===== src/sv/mlau_pkg.sv =====
package mlau_pkg;

    // Fixed port width of every limb, operand and result word.
    localparam int WORD_W = 64;

    // Default limb width; the design supports 32 to 64.
    localparam int LIMB_BITS_DEF = 64;

    // Multiply runs one 32x32 partial product per step plus one step to drain.
    localparam int HALF_W    = 32;
    localparam int MUL_STEPS = 5;

    // Operation codes as they arrive on the input channel.
    typedef enum logic [1:0] {
        OP_ADD = 2'd0,
        OP_SUB = 2'd1,
        OP_MUL = 2'd2,
        OP_DIV = 2'd3
    } t_op;

    // Commands from the controller to the datapath.
    typedef struct packed {
        logic capture;   // take the accepted input transaction
        logic start;     // set up the multiply or divide unit
        logic mul_step;  // one partial-product step
        logic div_step;  // one quotient bit
        logic commit;    // load the output register and the running state
    } t_dp_cmd;

    // Status from the datapath to the controller.
    typedef struct packed {
        t_op  op;        // operation of the current run
        logic div_long;  // running remainder not below divisor: full-width divide
        logic b_zero;    // divisor is zero
        logic out_free;  // output register can take a result this cycle
    } t_dp_stat;

endpackage


===== src/sv/mlau_ctrl.sv =====
module mlau_ctrl
    import mlau_pkg::*;
#(
    parameter int LIMB_BITS = LIMB_BITS_DEF
) (
    input  logic     i_clk,
    input  logic     i_rst_n,
    input  logic     i_in_valid,
    output logic     o_in_ready,
    input  t_dp_stat i_stat,
    output t_dp_cmd  o_cmd
);

    localparam int CNT_W = $clog2(2 * LIMB_BITS + 1);

    typedef enum logic [4:0] {
        ST_IDLE  = 5'b00001,
        ST_START = 5'b00010,
        ST_MUL   = 5'b00100,
        ST_DIV   = 5'b01000,
        ST_HOLD  = 5'b10000
    } t_state;

    t_state           r_state, n_state;
    logic [CNT_W-1:0] r_cnt, n_cnt;

    assign o_in_ready = (r_state == ST_IDLE);

    // Next-state and command decode.
    always_comb begin
        n_state = r_state;
        n_cnt   = r_cnt;
        o_cmd   = '0;
        unique case (r_state)
            ST_IDLE: begin
                if (i_in_valid) begin
                    o_cmd.capture = 1'b1;
                    n_state       = ST_START;
                end
            end
            ST_START: begin
                o_cmd.start = 1'b1;
                unique case (i_stat.op)
                    OP_MUL: begin
                        n_cnt   = CNT_W'(MUL_STEPS);
                        n_state = ST_MUL;
                    end
                    OP_DIV: begin
                        if (i_stat.b_zero) begin
                            if (i_stat.out_free) begin
                                o_cmd.commit = 1'b1;
                                n_state      = ST_IDLE;
                            end else begin
                                n_state = ST_HOLD;
                            end
                        end else begin
                            n_cnt   = i_stat.div_long ? CNT_W'(2 * LIMB_BITS)
                                                      : CNT_W'(LIMB_BITS);
                            n_state = ST_DIV;
                        end
                    end
                    default: begin
                        // Add and subtract finish straight from the captured limbs.
                        if (i_stat.out_free) begin
                            o_cmd.commit = 1'b1;
                            n_state      = ST_IDLE;
                        end else begin
                            n_state = ST_HOLD;
                        end
                    end
                endcase
            end
            ST_MUL, ST_DIV: begin
                if (r_cnt == '0) begin
                    if (i_stat.out_free) begin
                        o_cmd.commit = 1'b1;
                        n_state      = ST_IDLE;
                    end else begin
                        n_state = ST_HOLD;
                    end
                end else begin
                    o_cmd.mul_step = (r_state == ST_MUL);
                    o_cmd.div_step = (r_state == ST_DIV);
                    n_cnt          = r_cnt - CNT_W'(1);
                end
            end
            ST_HOLD: begin
                if (i_stat.out_free) begin
                    o_cmd.commit = 1'b1;
                    n_state      = ST_IDLE;
                end
            end
            default: begin
                n_state = ST_IDLE;
            end
        endcase
    end

    // State and step counter.
    always_ff @(posedge i_clk) begin
        if (!i_rst_n) begin
            r_state <= ST_IDLE;
            r_cnt   <= '0;
        end else begin
            r_state <= n_state;
            r_cnt   <= n_cnt;
        end
    end

endmodule


===== src/sv/mlau_dp.sv =====
module mlau_dp
    import mlau_pkg::*;
#(
    parameter int LIMB_BITS = LIMB_BITS_DEF
) (
    input  logic              i_clk,
    input  logic              i_rst_n,
    input  logic [1:0]        i_operation,
    input  logic [WORD_W-1:0] i_limb_a,
    input  logic [WORD_W-1:0] i_operand_b,
    input  logic              i_first_limb,
    input  logic              i_last_limb,
    input  logic              i_out_ready,
    output logic              o_out_valid,
    output logic [WORD_W-1:0] o_result_limb,
    output logic [WORD_W-1:0] o_final_word,
    output logic              o_end_of_run,
    output logic              o_divide_by_zero,
    input  t_dp_cmd           i_cmd,
    output t_dp_stat          o_stat
);

    localparam int L = LIMB_BITS;

    // Captured transaction.
    logic [L-1:0] r_a, r_b;
    logic         r_last;

    // Running state of the run.
    t_op          r_run_op;
    logic [L-1:0] r_run_word;
    logic         r_zds;

    // Multiply unit.
    logic [2*WORD_W-1:0] r_acc;
    logic [2*HALF_W-1:0] r_pp;
    logic [1:0]          r_ppos;
    logic [1:0]          r_msel;

    // Divide unit.
    logic [L-1:0]   r_rem, r_q;
    logic [2*L-1:0] r_dvd;

    // Output register.
    logic              r_out_valid;
    logic [WORD_W-1:0] r_res_out, r_fin_out;
    logic              r_eor_out, r_dbz_out;

    logic [WORD_W-1:0] w_a64, w_b64;
    logic [HALF_W-1:0] w_ah, w_bh;
    logic [L:0]        w_sum, w_diff, w_t, w_tsub;
    logic              w_ge;
    logic [L-1:0]      w_res, w_rw;
    logic              w_zds;

    assign o_stat.op       = r_run_op;
    assign o_stat.div_long = (r_run_word >= r_b);
    assign o_stat.b_zero   = (r_b == '0);
    assign o_stat.out_free = !r_out_valid || i_out_ready;

    // Partial-product operand halves.
    assign w_a64 = WORD_W'(r_a);
    assign w_b64 = WORD_W'(r_b);
    assign w_ah  = r_msel[0] ? w_a64[2*HALF_W-1:HALF_W] : w_a64[HALF_W-1:0];
    assign w_bh  = r_msel[1] ? w_b64[2*HALF_W-1:HALF_W] : w_b64[HALF_W-1:0];

    // One restoring-division bit: shift in the next dividend bit, try the divisor.
    assign w_t    = {r_rem, r_dvd[2*L-1]};
    assign w_ge   = (w_t >= {1'b0, r_b});
    assign w_tsub = w_t - {1'b0, r_b};

    // Carry and borrow chains over one limb.
    assign w_sum  = {1'b0, r_a} + {1'b0, r_b} + (L+1)'(r_run_word[0]);
    assign w_diff = {1'b0, r_a} - {1'b0, r_b} - (L+1)'(r_run_word[0]);

    // Result limb and next running state for the current operation.
    always_comb begin
        w_zds = r_zds;
        case (r_run_op)
            OP_ADD: begin
                w_res = w_sum[L-1:0];
                w_rw  = L'(w_sum[L]);
            end
            OP_SUB: begin
                w_res = w_diff[L-1:0];
                w_rw  = L'(w_diff[L]);
            end
            OP_MUL: begin
                w_res = r_acc[L-1:0];
                w_rw  = r_acc[2*L-1:L];
            end
            OP_DIV: begin
                if (r_b == '0) begin
                    w_res = '1;
                    w_rw  = '0;
                    w_zds = 1'b1;
                end else begin
                    w_res = r_q;
                    w_rw  = r_rem;
                end
            end
            default: begin
                w_res = w_sum[L-1:0];
                w_rw  = L'(w_sum[L]);
            end
        endcase
    end

    // Captured limbs.
    always_ff @(posedge i_clk) begin
        if (i_cmd.capture) begin
            r_a    <= i_limb_a[L-1:0];
            r_b    <= i_operand_b[L-1:0];
            r_last <= i_last_limb;
        end
    end

    // Run state: cleared by a first limb, advanced on commit.
    always_ff @(posedge i_clk) begin
        if (!i_rst_n) begin
            r_run_op   <= OP_ADD;
            r_run_word <= '0;
            r_zds      <= 1'b0;
        end else if (i_cmd.capture && i_first_limb) begin
            r_run_op   <= t_op'(i_operation);
            r_run_word <= '0;
            r_zds      <= 1'b0;
        end else if (i_cmd.commit) begin
            r_run_word <= w_rw;
            r_zds      <= w_zds;
        end
    end

    // Multiply: accumulate the previous partial product, form the next one.
    always_ff @(posedge i_clk) begin
        if (i_cmd.start) begin
            r_acc  <= (2*WORD_W)'(r_run_word);
            r_pp   <= '0;
            r_ppos <= '0;
            r_msel <= '0;
        end else if (i_cmd.mul_step) begin
            r_acc  <= r_acc + ((2*WORD_W)'(r_pp) << (HALF_W * r_ppos));
            r_pp   <= w_ah * w_bh;
            r_ppos <= 2'(r_msel[0]) + 2'(r_msel[1]);
            r_msel <= r_msel + 2'd1;
        end
    end

    // Divide: a remainder below the divisor skips the upper dividend half.
    always_ff @(posedge i_clk) begin
        if (i_cmd.start) begin
            r_q <= '0;
            if (r_run_word >= r_b) begin
                r_rem <= '0;
                r_dvd <= {r_run_word, r_a};
            end else begin
                r_rem <= r_run_word;
                r_dvd <= {r_a, {L{1'b0}}};
            end
        end else if (i_cmd.div_step) begin
            r_rem <= w_ge ? w_tsub[L-1:0] : w_t[L-1:0];
            r_q   <= {r_q[L-2:0], w_ge};
            r_dvd <= {r_dvd[2*L-2:0], 1'b0};
        end
    end

    // Output register valid flag.
    always_ff @(posedge i_clk) begin
        if (!i_rst_n) begin
            r_out_valid <= 1'b0;
        end else if (i_cmd.commit) begin
            r_out_valid <= 1'b1;
        end else if (i_out_ready) begin
            r_out_valid <= 1'b0;
        end
    end

    // Output payload.
    always_ff @(posedge i_clk) begin
        if (i_cmd.commit) begin
            r_res_out <= WORD_W'(w_res);
            r_fin_out <= r_last ? WORD_W'(w_rw) : '0;
            r_eor_out <= r_last;
            r_dbz_out <= (r_run_op == OP_DIV) && w_zds;
        end
    end

    assign o_out_valid      = r_out_valid;
    assign o_result_limb    = r_res_out;
    assign o_final_word     = r_fin_out;
    assign o_end_of_run     = r_eor_out;
    assign o_divide_by_zero = r_dbz_out;

endmodule


===== src/sv/multiword_limb_arithmetic_unit.sv =====
// Channel   Direction  Handshake                   Payload
// input     in         i_in_valid / o_in_ready     i_operation, i_limb_a, i_operand_b,
//                                                  i_first_limb, i_last_limb
// result    out        o_out_valid / i_out_ready   o_result_limb, o_final_word,
//                                                  o_end_of_run, o_divide_by_zero
//
// One limb is in flight at a time. Add and subtract commit straight from the captured
// limbs; multiply runs four 32x32 partial products and one drain step. Divide runs the
// one-bit-per-cycle restoring divider on the running remainder and the limb, and skips
// the upper dividend half when the running remainder is below the divisor.
// A zero divisor skips the divider. Reset is synchronous and clears the run state.
// A waiting result does not block the next accept; a full output register only
// holds the finished limb until the result transaction completes.
module multiword_limb_arithmetic_unit
    import mlau_pkg::*;
#(
    parameter int LIMB_BITS = LIMB_BITS_DEF
) (
    input  logic              i_clk,
    input  logic              i_rst_n,
    input  logic              i_in_valid,
    output logic              o_in_ready,
    input  logic [1:0]        i_operation,
    input  logic [WORD_W-1:0] i_limb_a,
    input  logic [WORD_W-1:0] i_operand_b,
    input  logic              i_first_limb,
    input  logic              i_last_limb,
    output logic              o_out_valid,
    input  logic              i_out_ready,
    output logic [WORD_W-1:0] o_result_limb,
    output logic [WORD_W-1:0] o_final_word,
    output logic              o_end_of_run,
    output logic              o_divide_by_zero
);

    t_dp_cmd  w_cmd;
    t_dp_stat w_stat;

    // Sequencer.
    mlau_ctrl #(
        .LIMB_BITS(LIMB_BITS)
    ) u_ctrl (
        .i_clk     (i_clk),
        .i_rst_n   (i_rst_n),
        .i_in_valid(i_in_valid),
        .o_in_ready(o_in_ready),
        .i_stat    (w_stat),
        .o_cmd     (w_cmd)
    );

    // Arithmetic units, run state and output register.
    mlau_dp #(
        .LIMB_BITS(LIMB_BITS)
    ) u_dp (
        .i_clk           (i_clk),
        .i_rst_n         (i_rst_n),
        .i_operation     (i_operation),
        .i_limb_a        (i_limb_a),
        .i_operand_b     (i_operand_b),
        .i_first_limb    (i_first_limb),
        .i_last_limb     (i_last_limb),
        .i_out_ready     (i_out_ready),
        .o_out_valid     (o_out_valid),
        .o_result_limb   (o_result_limb),
        .o_final_word    (o_final_word),
        .o_end_of_run    (o_end_of_run),
        .o_divide_by_zero(o_divide_by_zero),
        .i_cmd           (w_cmd),
        .o_stat          (w_stat)
    );

    // A result is only loaded when the output register can take it.
    a_commit_room: assert property (@(posedge i_clk) disable iff (!i_rst_n)
        w_cmd.commit |-> w_stat.out_free)
        else $error("result loaded over an untaken result");

    // An accepted transaction closes the input until its result is committed.
    a_one_in_flight: assert property (@(posedge i_clk) disable iff (!i_rst_n)
        (i_in_valid && o_in_ready) |=> !o_in_ready)
        else $error("input reopened before the limb finished");

    // Output valid only rises after a commit.
    a_valid_from_commit: assert property (@(posedge i_clk) disable iff (!i_rst_n)
        $rose(o_out_valid) |-> $past(w_cmd.commit))
        else $error("output valid without a committed result");

    // Capture and commit never coincide.
    a_capture_commit: assert property (@(posedge i_clk) disable iff (!i_rst_n)
        !(w_cmd.capture && w_cmd.commit))
        else $error("capture and commit in the same cycle");

endmodule

===== config.mk =====
export PLATFORM = sky130hd
export DESIGN_NAME = multiword_limb_arithmetic_unit
export DESIGN_NICKNAME = d
export VERILOG_FILES = /design/src/sv/mlau_pkg.sv /design/src/sv/mlau_ctrl.sv /design/src/sv/mlau_dp.sv /design/src/sv/multiword_limb_arithmetic_unit.sv
export SDC_FILE = /design/constraint.sdc
export NUM_CORES = 2
export LEC_CHECK = 0
export BUFFER_PORTS_ARGS = -buffer_cell sky130_fd_sc_hd__buf_2
export CAP_MARGIN = 20
export CORE_MARGIN = 2
export CORE_UTILIZATION = 55
export CTS_CLUSTER_SIZE = 24
export DETAILED_ROUTE_END_ITERATION = 7
export PLACE_DENSITY_LB_ADDON = 0.1
export SYNTH_ARGS = -nofsm -noshare
export SYNTH_HDL_FRONTEND = slang
export SYNTH_SLANG_ARGS = --single-unit

===== constraint.sdc =====
create_clock -name i_clk -period 10.2 [get_ports i_clk]
set_input_delay 0.51 -clock i_clk [delete_from_list [all_inputs] [get_ports i_clk]]
set_output_delay 0.51 -clock i_clk [all_outputs]
set_load 0.02 [all_outputs]

==> reports/metrics.yaml <==
synth_edf_count: 515
ys_types: 82
start_util_pct: 55.3
crit_end: "u_dp.r_pp[62]"
tightest_slew_ns: 1.34
yosysWarningCount: 0
rsz0062_at_grt: "false"
dp.cells: 12200
gp_congestion: 1.11
crit_type: "flip-flop to flip-flop"
grt-ovfl-total: 0
row_count: 146
ctsHoldBuffers: 106
cts-buffers-inserted: 94
coreArea_sq_um: 158000
grt_pass1_wl_um: 551000
instances_no_fill: 12500
required_ns: 10.75
drt_iter0_markers: 10600
min_period_ns: 9.88
cts_tree: "done"
synth_area_sq_um: 87500
outcome: "complete, no violations"
ioPinCount: 268
ys.flop_type: "edfxtp_1"
startpoint: "u_dp.r_msel[0]"
cts_root_buffer: "clkbuf_16"
vias_per_cell: 6.47
drv_cap: 0
final_hold_viol_count: 0
post_cts_buffers: 0
post_cts_resized: 0
fmax_ghz: 0.101
ys_seq_elements: 791
reg2reg_from: "u_dp.r_msel[0]"
clk_latency_ns: 0.78
slowest_delay_ns: 0.85
fin_util_pct: 60.9
synthCells: 10100
finClkSkew_ns: 0.0836
first_global_vias: 79000
hp-start: "i_rst_n"
grt_max_degree: 147
arrival_ns: 10.43
fin_nets: 12100
max_slew_margin_pct: 7.96
drt-total-wl_um: 389000
antenna_found_initial: 34
holdCritPathClass: "input port to flip-flop"
vias: 81200
fp.dieArea_sq_um: 162000
dp_hpwl_um: 315000
reg2reg_depth: 29
timing.critical_path.mode_cell: "fa_1"
cp-end-kind: "flip-flop"
ctsHtreeMaxLevel: 3
cp_max_fo: 71
die_w_um: 403
routedWlPerCell_um: 31.0
drc: 0
drt-pass1-iter-count: 8
ys_async_sr_fraction_pct: 0
worstSetupStartpointType: "flip-flop"
fp.dieH_um: 403
antenna_left: 0
post_route_cells_drive_above_1_share_pct: 8.21
tns_ns: 0
clkTransAtPathRegs_ns: 0.06
crit_path_top_delay_cell: "o21ai_0"
synth_nets: 11900
clk_path_buf_depth: 3
timing.rr.end: "u_dp.r_pp[62]"
maxSlewViolCount: 0
yosysSeqAreaShare_pct: 24.0
area_growth_pct: 10.2
finalCritPeriodShare_pct: 96.8
clkSinkCount: 791
grt.total_usage_pct: 47.2
io_buffers: 267
synth_area_per_cell_sq_um: 8.64
ff2ff_setup_slack_ns: 0.32
setup_viol: 0
[Yosys cell counts (all sizes together), types with 45 or more instances]
cell type  instances  area (sq um)
o21a              96           721
dfxtp            276          5530
clkbuf           517          1940
xnor2            237          2080
a21oi            590          2950
o21bai            86           646
buf               62           255
nor2b            151           945
nand3            214          1080
o21ai            631          3160
a211oi           107           808
edfxtp           515         15500
o211ai            45           338
nor4              46           288
mux2i            158          1580
nor2            1064          3990
xor2             128          1120
o31ai            108           811
a21o             235          1760
fa               902         18100
nor3              57           285
inv             1200          4500
a22oi             72           541
nand4            133           832
nand2           1250          4690
and2              54           340
ha               710          8880
nand2b            58           363
[placed cells by master, fill, tap and decap left out, types with 25 or more instances in the layout]
master,count
nand2_1,1246
inv_1,1197
nor2_1,1062
fa_1,902
ha_1,710
a21oi_1,589
o21ai_0,556
edfxtp_1,515
buf_4,348
dfxtp_1,271
buf_2,267
xnor2_1,237
a21o_1,235
nand3_1,211
mux2i_1,157
nor2b_1,148
nand4_1,133
xor2_1,128
o31ai_1,108
a211oi_1,106
dlygate4sd3_1,106
clkbuf_16,98
o21a_1,96
o21bai_1,86
a22oi_1,71
o21ai_1,63
nand2b_1,58
nor3_1,57
and2_1,51
nor4_1,45
o211ai_1,45
a31oi_1,38
a22o_1,34
and3_1,32
o221ai_1,31
clkbuf_1,27
diode_2,26
or2_2,25
[final cells by class]
cell class,count,area (sq um)
inverter,1202,4520
tap,2072,2590
timing repair buffer,728,5120
fill,13900,61800
multi-input combinational,7547,59900
clock buffer,130,2620
sequential,791,21000
antenna,26,65.1
clock inverter,48,541
[stage by stage]
step / worst slack, ns / instance area (sq um) / hold slack, ns
after floorplan: 1.32 / 87500 / 0.424
after global placement: 0.813 / 92000 / 0.439
after detailed placement: 0.700 / 92000 / 0.444
after CTS: 0.594 / 96300 / 0.0107
after global routing: 0.0258 / 96300 / 0.0411
final: 0.323 / 96400 / 0.0444
[worst min-delay path by stage]
stage / to / slack [ns] / cells after the start
after floorplan: u_dp.o_end_of_run / 0.42 / 0
after global placement: u_dp.r_q[10] / 0.44 / 2
after detailed placement: u_dp.r_q[23] / 0.44 / 2
after CTS: u_ctrl.r_cnt[6] / 0.01 / 3
after global routing: u_dp.r_a[40] / 0.04 / 1
final: u_ctrl.r_cnt[6] / 0.04 / 3
[registers in the layout (all words and copies together) (netlist names), 2 cells and up]
| register | flops |
|---|---|
| u_dp.r_pp | 64 |
| u_dp.r_q | 64 |
| u_dp.r_ppos | 2 |
| u_dp.r_run_op | 2 |
| u_dp.r_b | 64 |
| u_dp.r_acc | 128 |
| u_ctrl.r_cnt | 8 |
| u_ctrl.r_state | 5 |
| u_dp.r_dvd | 128 |
| u_dp.r_a | 64 |
| u_dp.r_run_word | 64 |
| u_dp.r_rem | 64 |
| u_dp.o_result_limb | 64 |
| u_dp.o_final_word | 64 |
[cells by family after synthesis]
logic type	after synthesis	share of synthesized area, %
flops	791	24.0
mux	171	2.08
buf+inv	1781	7.67
compound gates	2244	16.1
fa+ha+maj	1612	30.8
simple gates	3155	15.7
xor+xnor	365	3.66
[worst max-delay path: cells and delay by family (launching register included)]
| family | cells | cell delay, ns |
|---|---|---|
| xor gates and xnor gates | 1 | 0.16 |
| AOI/OAI and AO/OA | 11 | 3.10 |
| buffers and inverters | 6 | 0.84 |
| adders and majority gates | 9 | 4.07 |
| DFF | 1 | 0.84 |
| and+or+nand+nor | 2 | 0.60 |
[routing by layer]
metal	wire, um	up-vias	track usage [%]
met1	139000	39500	58.3
li1	-	34500	-
met3	47600	1480	13.2
met2	163000	5667	69.4
met5	257	-	0
met4	39200	30	37.9
Power is left out: the tool's default activity adds up to more than one toggle a clock period on the data nets, which glitch-free logic cannot reach.
